--- src/hw/rtl/sqd_ram.sv ---
// Generic single write port, single read port RAM with registered read data.
`timescale 1ns / 1ps

module sqd_ram #(
   parameter int WIDTH = 8,
   parameter int DEPTH = 16
) (
   input  logic                                   clock,
   input  logic                                   wr_en,
   input  logic [((DEPTH > 1) ? $clog2(DEPTH) : 1)-1:0] wr_addr,
   input  logic [WIDTH-1:0]                       wr_data,
   input  logic                                   rd_en,
   input  logic [((DEPTH > 1) ? $clog2(DEPTH) : 1)-1:0] rd_addr,
   output logic [WIDTH-1:0]                       rd_data
);

   logic [WIDTH-1:0] mem_ff [DEPTH];
   logic [WIDTH-1:0] rd_data_ff;

   always_ff @(posedge clock) begin
      if (wr_en) begin
         mem_ff[wr_addr] <= wr_data;
      end
      if (rd_en) begin
         rd_data_ff <= mem_ff[rd_addr];
      end
   end

   assign rd_data = rd_data_ff;

endmodule

--- config.mk ---
export PLATFORM = sky130hd
export DESIGN_NAME = sqd_ram
export DESIGN_NICKNAME = d
export VERILOG_FILES = /design/src/hw/rtl/sqd_ram.sv
export SDC_FILE = /design/constraint.sdc
export NUM_CORES = 1
export LEC_CHECK = 0
export ABC_CLOCK_PERIOD_IN_PS = 3000
export CAP_MARGIN = 20
export CORE_MARGIN = 2
export CORE_UTILIZATION = 60
export CTS_CLUSTER_SIZE = 16
export DETAILED_ROUTE_END_ITERATION = 10
export DONT_BUFFER_PORTS = 1
export PLACE_DENSITY = 0.81
export SLEW_MARGIN = 20
export SYNTH_ARGS = -nofsm -noshare
export SYNTH_HDL_FRONTEND = slang
export SYNTH_SLANG_ARGS = --single-unit
--- constraint.sdc ---
create_clock -name clock -period 3 [get_ports clock]
set_input_delay 0.15 -clock clock [delete_from_list [all_inputs] [get_ports clock]]
set_output_delay 0.15 -clock clock [all_outputs]
set_load 0.005 [all_outputs]
==> results.json <==
{
  "pre_cts_ws_ns": 1.25,
  "drive_gt1_frac": 0.209,
  "routed_wirelength_mm": 10.4,
  "synth_compound_area_frac": 0.0230,
  "clock.fmax_mhz": 619,
  "synth_xor_xnor_area_share": 0,
  "synth_fa_ha_area_frac": 0,
  "port_buffers": 0,
  "core-area_sq_um": 8590,
  "grt_overflow": 0,
  "worstHoldStart": "wr_addr[0]",
  "wire_per_inst_um": 27.6,
  "place_area_sq_um": 5310,
  "clock_sinks": 136,
  "worst_pin_slew_ns": 1.00,
  "cts_buffers": 17,
  "r2r-end": "rd_data[7]",
  "clock_latency_ns": 0.52,
  "min_period_over_period": 0.539,
  "maxCapViolCount": 0,
  "synth_warnings": 0,
  "routabilityCongestion": 0.759,
  "crit_required_ns": 3.26,
  "crit_type": "reg2reg",
  "maxSlewHeadroom": 0.329,
  "area_growth_pct": 15.7,
  "min_period_ns": 1.62,
  "synthCells": 229,
  "finalSetupViolations": 0,
  "drtPass1Iterations": 4,
  "final_util": 0.704,
  "grt_pass1_vias": 2667,
  "regToRegStartpoint": "mem_ff[6][7]",
  "antenna_found_initial": 1,
  "fin_nets": 274,
  "post-route-drc-count": 0,
  "worstPathArrival_ns": 1.87,
  "final_cell_area_sq_um": 6050,
  "min_to": "mem_ff[8][5]",
  "crit_fanout": 1,
  "synth.distinct_cells": 18,
  "clkSlewWorstSetupHoldPaths_ns": 0.06,
  "synthSimpleGateAreaFrac": 0.0314,
  "syn_nets": 248,
  "ant_nets": 0,
  "finalHoldViolations": 0,
  "grt_pass1_wl_mm": 15.9,
  "slew_viol_final": 0,
  "fin_ws_ns": 1.38,
  "clock_skew_ns": 0.00676,
  "syn_area_sq_um": 5230,
  "ir_drop_mv": 0.622,
  "r2r_slack_ns": 1.38,
  "p_leak_nw": 1.98,
  "cts_tree": "done",
  "synth_top_family_by_area": "multiplexers",
  "cts_root_buffer": "clkbuf_8",
  "via_per_inst": 6.53,
  "layout_commonest_cell": "edfxtp_1",
  "clock_path_buffers": 2,
  "io_pins": 27,
  "start_util": 0.608,
  "post-dp-hpwl_mm": 5.87,
  "die_area_sq_um": 9480,
  "die_w_um": 97.3,
  "seq_area_frac_synth": 0.781,
  "cts_setup_buffers": 0,
  "holdWs_ns": 0.0210,
  "regArea_sq_um": 4080,
  "cts_htree_levels": 4,
  "die_height_um": 97.3,
  "crit_path_end_kind": "register",
  "rsz0062_at_grt": "no",
  "startpoint_type": "register",
  "num_antenna_cells": 0,
  "most-common-layout-cells": "136 x edfxtp_1, 18 x mux4_2, 16 x a22oi_1, 16 x clkbuf_16, 14 x mux4_1",
  "synth_seq_cells": 136,
  "power.density_nw_per_um2": 729,
  "status": "complete, no violations",
  "syn_area_per_cell_sq_um": 22.8,
  "hold_class": "in2reg",
  "synth_mux_area_frac": 0.148,
  "fill_cells": 501,
  "track_usage": 0.244,
  "rows": 34,
  "num_vias": 2456,
  "holdPathStages": 2,
  "multi_input_area_sq_um": 1060,
  "setup-tns-final_ns": 0,
  "grt_max_degree": 33,
  "reg2reg_depth": 3,
  "drt_first_iter_violations": 196
}
worst max-delay path, cell delays in order, from the launching register on:
cell	delay [ns]
edfxtp_1	0.43
mux4_2	0.52
a22oi_1	0.31
nand2_1	0.10
area by class of cell:
class | count | area share
Clock inverter | 15 | 0.0319
Multi-Input combinational cell | 83 | 0.176
Timing Repair Buffer | 17 | 0.0265
Tap cell | 108 | 0.0223
Clock buffer | 17 | 0.0685
Sequential cell | 136 | 0.675
per-stage QoR:
| stage | total power, W | std cells |
|---|---|---|
| floorplan | 0.00230 | 229 |
| global placement | 0.00230 | 331 |
| detailed placement | 0.00231 | 331 |
| CTS | 0.00444 | 376 |
| global route | 0.00452 | 376 |
| finish | 0.00441 | 376 |
timing repair:
action | 4_1_cts | 5_1_grt
hold buffers | 13 | 0
endpoints found under the hold margin | 153 | 0
gates resized for setup | 0 | 0
synthesized netlist by cell type, drive strengths merged:
cell | count | area share
edfxtp | 136 | 0.78
mux4 | 32 | 0.15
a22oi | 16 | 0.023
nor2 | 13 | 0.0093
nand2 | 9 | 0.0065
buf | 7 | 0.011
nor3 | 4 | 0.0038
clkdlybuf4s25 | 3 | 0.0057
nand2b | 2 | 0.0024
nand3b | 2 | 0.0029
and2 | 1 | 0.0012
and2b | 1 | 0.0014
nand3 | 1 | 0.00096
nor2b | 1 | 0.0012
or3b | 1 | 0.0017
power by group:
| group | switching (W) | internal (W) | leakage, nW |
|---|---|---|---|
| Combinational | 0.0000828 | 0.0000717 | 0.449 |
| Sequential | 0.0000138 | 0.00214 | 1.24 |
| Clock | 0.000813 | 0.00128 | 0.295 |
| Total | 0.000909 | 0.00350 | 1.98 |
logic make-up (layout without fill, tap and decap cells):
| logic type | count (synthesis) | in the layout |
|---|---|---|
| AOI/OAI and AO/OA | 16 | 16 |
| DFF | 136 | 136 |
| buffers and inverters | 10 | 49 |
| muxes | 32 | 32 |
| and+or+nand+nor | 35 | 35 |
worst max-delay path by stage:
stage / from / cells past startpoint / slack, ns / end
finish: mem_ff[6][7] / 3 / 1.38 / rd_data[7]
global placement: wr_addr[3] / 2 / 1.29 / mem_ff[4][0]
CTS: mem_ff[6][7] / 3 / 1.43 / rd_data[7]
detailed placement: wr_addr[2] / 2 / 1.25 / mem_ff[2][0]
global route: wr_addr[0] / 3 / 1.36 / mem_ff[4][1]
floorplan: wr_addr[2] / 2 / 1.36 / mem_ff[0][0]
layer usage:
metal	wire, um	part of all wire	vias up	GRT usage
met5	0	0	-	0
met1	3720	0.36	1250	0.299
met3	946	0.091	17	0.0957
met4	216	0.021	0	0.124
met2	5480	0.53	148	0.382
li1	-	-	1041	-
flip-flops by register name, indices dropped and copies added (netlist names):
| register | flops |
|---|---|
| mem_ff | 128 |
| rd_data | 8 |
(Power assumes the default switching activity.)
