### src/hw/rtl/sqd_pkg.sv
// Shared types and codes of the shortest queue dispatcher.
`timescale 1ns / 1ps

package sqd_pkg;

   // Command codes carried on the request side tuser.
   localparam logic [1:0] CMD_SUBMIT = 2'd0;
   localparam logic [1:0] CMD_REMOVE = 2'd1;
   localparam logic [1:0] CMD_STATS  = 2'd2;

   // Status codes carried on the response side tuser.
   localparam logic [1:0] ST_OK     = 2'd0;
   localparam logic [1:0] ST_FULL   = 2'd1;
   localparam logic [1:0] ST_EMPTY  = 2'd2;
   localparam logic [1:0] ST_CLOSED = 2'd3;

   localparam logic [1:0] KIND_CPU = 2'd0;
   localparam logic [1:0] KIND_IO  = 2'd1;

   localparam logic [4:0] MAX_PER_QUEUE_RESET = 5'd4;

   // One stored request: id, then cycle count, then kind.
   localparam int STORE_W = 49;

   // Request payload, last field in the lowest bits.
   typedef struct packed {
      logic [2:0]  pad;
      logic [3:0]  queue_select;
      logic [1:0]  request_kind;
      logic [15:0] cycle_count;
      logic [30:0] request_id;
   } req_data_type;

   // Response payload, last field in the lowest bits.
   typedef struct packed {
      logic [6:0]  pad;
      logic [15:0] top_io_cycles;
      logic [3:0]  top_io_queue;
      logic        io_found;
      logic [4:0]  top_cpu_count;
      logic [3:0]  top_cpu_queue;
      logic        cpu_found;
      logic [4:0]  queue_pending;
      logic [1:0]  out_request_kind;
      logic [15:0] out_cycle_count;
      logic [30:0] out_request_id;
      logic [3:0]  queue_index;
   } rsp_data_type;

   // Control from the sequencer to the compare unit.
   typedef struct packed {
      logic clear;
      logic issue;
   } scan_ctrl_type;

endpackage

### src/hw/rtl/sqd_scan.sv
// Shared compare unit that keeps the running minimum and maxima of a queue scan.
`timescale 1ns / 1ps

module sqd_scan #(
   parameter int QIW = 4,
   parameter int CW  = 5
) (
   input  logic                  clock,
   input  logic                  reset,
   input  sqd_pkg::scan_ctrl_type ctrl,
   input  logic [QIW-1:0]        issue_index,
   input  logic [CW-1:0]         entry_pend,
   input  logic [CW-1:0]         entry_cpu,
   input  logic [15:0]           entry_peak,
   output logic [QIW-1:0]        best_index,
   output logic [CW-1:0]         best_pend,
   output logic                  cpu_found,
   output logic [QIW-1:0]        cpu_index,
   output logic [CW-1:0]         cpu_max,
   output logic                  io_found,
   output logic [QIW-1:0]        io_index,
   output logic [15:0]           io_max
);

   import sqd_pkg::*;

   logic           take_ff;
   logic [QIW-1:0] take_index_ff;
   logic [QIW-1:0] best_index_ff, best_index_in;
   logic [CW-1:0]  best_pend_ff, best_pend_in;
   logic           cpu_found_ff, cpu_found_in;
   logic [QIW-1:0] cpu_index_ff, cpu_index_in;
   logic [CW-1:0]  cpu_max_ff, cpu_max_in;
   logic           io_found_ff, io_found_in;
   logic [QIW-1:0] io_index_ff, io_index_in;
   logic [15:0]    io_max_ff, io_max_in;

   // RAM data arrives in the cycle after its address was issued.
   always_ff @(posedge clock) begin
      if (reset) begin
         take_ff <= 1'b0;
      end else begin
         take_ff <= ctrl.issue;
      end
      take_index_ff <= issue_index;
   end

   always_comb begin
      best_index_in = best_index_ff;
      best_pend_in  = best_pend_ff;
      cpu_found_in  = cpu_found_ff;
      cpu_index_in  = cpu_index_ff;
      cpu_max_in    = cpu_max_ff;
      io_found_in   = io_found_ff;
      io_index_in   = io_index_ff;
      io_max_in     = io_max_ff;
      if (ctrl.clear) begin
         best_index_in = '0;
         best_pend_in  = '0;
         cpu_found_in  = 1'b0;
         cpu_index_in  = '0;
         cpu_max_in    = '0;
         io_found_in   = 1'b0;
         io_index_in   = '0;
         io_max_in     = '0;
      end else if (take_ff) begin
         // The first queue seeds the minimum; later ones replace it only when strictly smaller.
         if (take_index_ff == '0 || entry_pend < best_pend_ff) begin
            best_index_in = take_index_ff;
            best_pend_in  = entry_pend;
         end
         if (entry_cpu > cpu_max_ff) begin
            cpu_found_in = 1'b1;
            cpu_index_in = take_index_ff;
            cpu_max_in   = entry_cpu;
         end
         if (entry_peak > io_max_ff) begin
            io_found_in = 1'b1;
            io_index_in = take_index_ff;
            io_max_in   = entry_peak;
         end
      end
   end

   always_ff @(posedge clock) begin
      best_index_ff <= best_index_in;
      best_pend_ff  <= best_pend_in;
      cpu_found_ff  <= cpu_found_in;
      cpu_index_ff  <= cpu_index_in;
      cpu_max_ff    <= cpu_max_in;
      io_found_ff   <= io_found_in;
      io_index_ff   <= io_index_in;
      io_max_ff     <= io_max_in;
   end

   assign best_index = best_index_ff;
   assign best_pend  = best_pend_ff;
   assign cpu_found  = cpu_found_ff;
   assign cpu_index  = cpu_index_ff;
   assign cpu_max    = cpu_max_ff;
   assign io_found   = io_found_ff;
   assign io_index   = io_index_ff;
   assign io_max     = io_max_ff;

   // The cpu found flag goes with a nonzero cpu maximum after the compare unit is cleared.
   a_cpu_found: assert property (@(posedge clock) disable iff (reset)
      $past(ctrl.clear) |-> (cpu_found_ff == (cpu_max_ff != '0)))
      else $error("cpu found flag disagrees with cpu maximum");

endmodule

### config.mk
export PLATFORM = sky130hd
export DESIGN_NAME = sqd_scan
export DESIGN_NICKNAME = d
export VERILOG_FILES = /design/src/hw/rtl/sqd_pkg.sv /design/src/hw/rtl/sqd_scan.sv
export SDC_FILE = /design/constraint.sdc
export NUM_CORES = 1
export LEC_CHECK = 0
export BUFFER_PORTS_ARGS = -buffer_cell sky130_fd_sc_hd__buf_2
export CORE_MARGIN = 3
export CORE_UTILIZATION = 30
export DETAILED_ROUTE_END_ITERATION = 8
export GPL_ROUTABILITY_DRIVEN = 0
export PLACE_DENSITY_LB_ADDON = 0.12
export SLEW_MARGIN = 40
export SYNTH_ARGS = -nofsm -noshare
export SYNTH_HDL_FRONTEND = slang
export SYNTH_SLANG_ARGS = --single-unit
### constraint.sdc
create_clock -name clock -period 7 [get_ports clock]
set_clock_uncertainty 0.15 [all_clocks]
set_input_delay 0.35 -clock clock [delete_from_list [all_inputs] [get_ports clock]]
set_output_delay 0.35 -clock clock [all_outputs]
set_load 0.02 [all_outputs]
==> out/qor.yml <==
run_status:
  status: "completed"
pwr:
  comb_power_share_pct: 19.6
  p_seq_share_pct: 48.9
  power.share.switching_pct: 29.5
  p_clk_share_pct: 31.5
  p_int_w: 0.000401
  p_leak_nw: 1.47
  switchingPower_w: 0.000168
  peakVddDrop_mv: 0.0873
  powerDensity_nw_per_um2: 187
die:
  ios: 74
  die_w_um: 96.3
  initial_core_util_pct: 31.3
  die_h_um: 96.3
  dieArea_um2: 9270
  rows: 32
  core-area_um2: 7810
worst_setup_path:
  required_ps: 7080
  critPathArrivalTime_ps: 2660
  crit_slowest_cell: "or4b_4"
  slowest_delay_ps: 530
  worstReg2RegEnd: "io_max[3]"
  critPathKind: "reg2reg"
  r2r_start: "io_max[13]"
  crit_path_start: "io_max[13]"
  r2r_slack_ps: 4420
  critical_path_depth: 7
  crit_chain: "inv_1 > ha_1 > nand4_1 > or4b_4 > o211ai_2 > buf_4 > mux2i_1"
  crit_path_start_kind: "flip-flop"
  cp_top_family: "simple AND/OR/NAND/NOR gates"
  end_kind: "flip-flop"
  crit_buf_inv: 2
  critical_path.max_fanout: 17
  ff2ff_path_depth: 7
synth:
  postSynthAreaPerCell_um2: 9.16
  synthesis.area_um2: 2450
  synth.top_cells.by_area: "dfxtp_1, nand2b_1, ha_1"
  synth_seq_cells: 45
  yosys.area.top_type: "dfxtp_1"
  synth_cell_types: 27
  synth_top_area_share_pct: 36.8
  synthCells: 267
  syn-num-nets: 326
  yosysSeqAreaShare_pct: 36.8
  yosys_warnings: 0
sta:
  period_minus_slack_ps: 2580
  tns_ps: 0
  fmax_ghz: 0.388
  fin_ws_ps: 4420
  post-route-period-util_pct: 36.8
  grt_setup_unrepaired: "false"
  hold_slack_ps: 37.8
  worst-slew-pin-transition_ps: 728
  final-setup-viol-count: 0
  hold_viol: 0
  slew_viol_final: 0
  max_slew_margin_pct: 51.5
clock_network:
  cts-root-buf: "clkbuf_8"
  numCtsBuffers: 5
  h-tree-depth: 2
  clk_pin_slew_ps: 90
  post_cts_buffers: 0
  clock-sinks: 45
  cts_tree: "yes"
  clk_latency_ps: 300
  clock_path_buffers: 2
placed_design:
  place_ws_ps: 4310
  placedCellCount: 432
  dp_hpwl_mm: 3.98
  io_buffers: 73
worst_hold_path:
  hold_path.class: "in2reg"
  hold_start: "reset"
  worstHoldPathCells: 2
  holdPathEnd: "take_ff"
drt:
  vias: 1989
  drt_iter0_drc: 58
  post_drt_wl_per_cell_um: 12.2
  drc_errors: 0
  first_pass_iters: 4
  viasPerCell: 4.48
  ant_nets: 0
  drt_wl_total_mm: 5.43
global_route:
  grt_max_degree: 71
  grt-ovfl-total: 0
  track_usage_pct: 11.7
  antenna_found_initial: 0
  grt_pass1_vias: 1773
  grt_pass1_wl_mm: 8.43
final_layout:
  stdcell_count: 444
  layout_commonest_cell: "buf_2"
  fin_nets: 400
  drive_gt1_share_pct: 25.7
  diodes: 0
  layout_common_cells: "buf_2, nand2b_1, dfxtp_1, mux2i_1, inv_1"
  fin_util_pct: 38.9
  area_delta_synth_final_pct: 24.1
run:
  max_cap_violations: 0
==> worst max-delay path by stage <==
stage                  endpoint  slack (ps)
finish                io_max[3]        4420
floorplan           io_index[3]        4640
CTS                  io_max[11]        4370
global route          io_max[3]        4240
detailed placement   io_max[11]        4310
global placement      io_max[1]        4370
==> layer usage <==
metal | vias up | track usage (%) | share of wire, %
met5 | - | 0 | 0
met4 | 0 | 3.50 | 0.59
met3 | 2 | 3.60 | 7.0
met2 | 45 | 18.3 | 45
met1 | 904 | 15.5 | 48
li1 | 1038 | - | -
==> kinds of logic (layout without fill, tap and decap cells) <==
kind of cell	count (synthesis)	after routing	synth area share (%)
AND/OR/NAND/NOR	90	90	22.4
multiplexers	29	29	11.9
flip-flops	45	45	36.8
adder cells (fa/ha/maj)	25	25	12.8
buffers and inverters	39	114	6.60
AO/OA/AOI/OAI	39	39	9.51
==> power by group through the flow <==
| stage | sequential [W] | clock (W) | combinational (W) |
|---|---|---|---|
| 2_1_floorplan | 0.000298 | 0 | 0.0000600 |
| 3_3_place_gp | 0.000284 | 0 | 0.000110 |
| 3_5_place_dp | 0.000284 | 0 | 0.000112 |
| 4_1_cts | 0.000278 | 0.000189 | 0.000114 |
| 5_1_grt | 0.000280 | 0.000196 | 0.000127 |
| 6_report | 0.000278 | 0.000179 | 0.000111 |
==> state kept, by name, summed over array words and instances (netlist names) <==
| name | cells |
|---|---|
| take_ff | 1 |
| io_max | 16 |
| cpu_found | 1 |
| cpu_index | 4 |
| best_index | 4 |
| take_index_ff | 4 |
| io_index | 4 |
| io_found | 1 |
| cpu_max | 5 |
| best_pend | 5 |
==> synth_stat cells (all sizes together) <==
cell type / number
mux2i: 29
o31ai: 1
inv: 28
or2b: 7
nand2b: 54
nand2: 7
nand3: 3
ha: 25
clkbuf: 8
a211oi: 1
or2: 1
nor4: 1
a21oi: 11
or4b: 1
a221oi: 1
buf: 3
o21a: 1
o211ai: 1
dfxtp: 45
nor2b: 8
and4: 1
o21ai: 21
nor2: 5
nand4: 2
o221ai: 2
==> layout make-up <==
cell class	instances	area (um^2)
Sequential cell	45	901
Clock buffer	6	82.6
Multi-Input combinational cell	183	1390
Clock inverter	2	17.5
Fill cell	814	4770
Timing Repair Buffer	78	415
Inverter	28	105
Tap cell	102	128
==> stage by stage <==
step	instance area (um^2)	power, W
2_1_floorplan	2450	0.000358
3_3_place_gp	2890	0.000394
3_5_place_dp	2900	0.000396
4_1_cts	3040	0.000581
5_1_grt	3040	0.000603
6_report	3040	0.000569
==> timing repair <==
action	4_1_cts	5_1_grt
hold buffers	4	0
gates resized for setup	0	0
endpoints found under the hold margin	4	0
No activity file was read; power rests on OpenSTA's default activity.
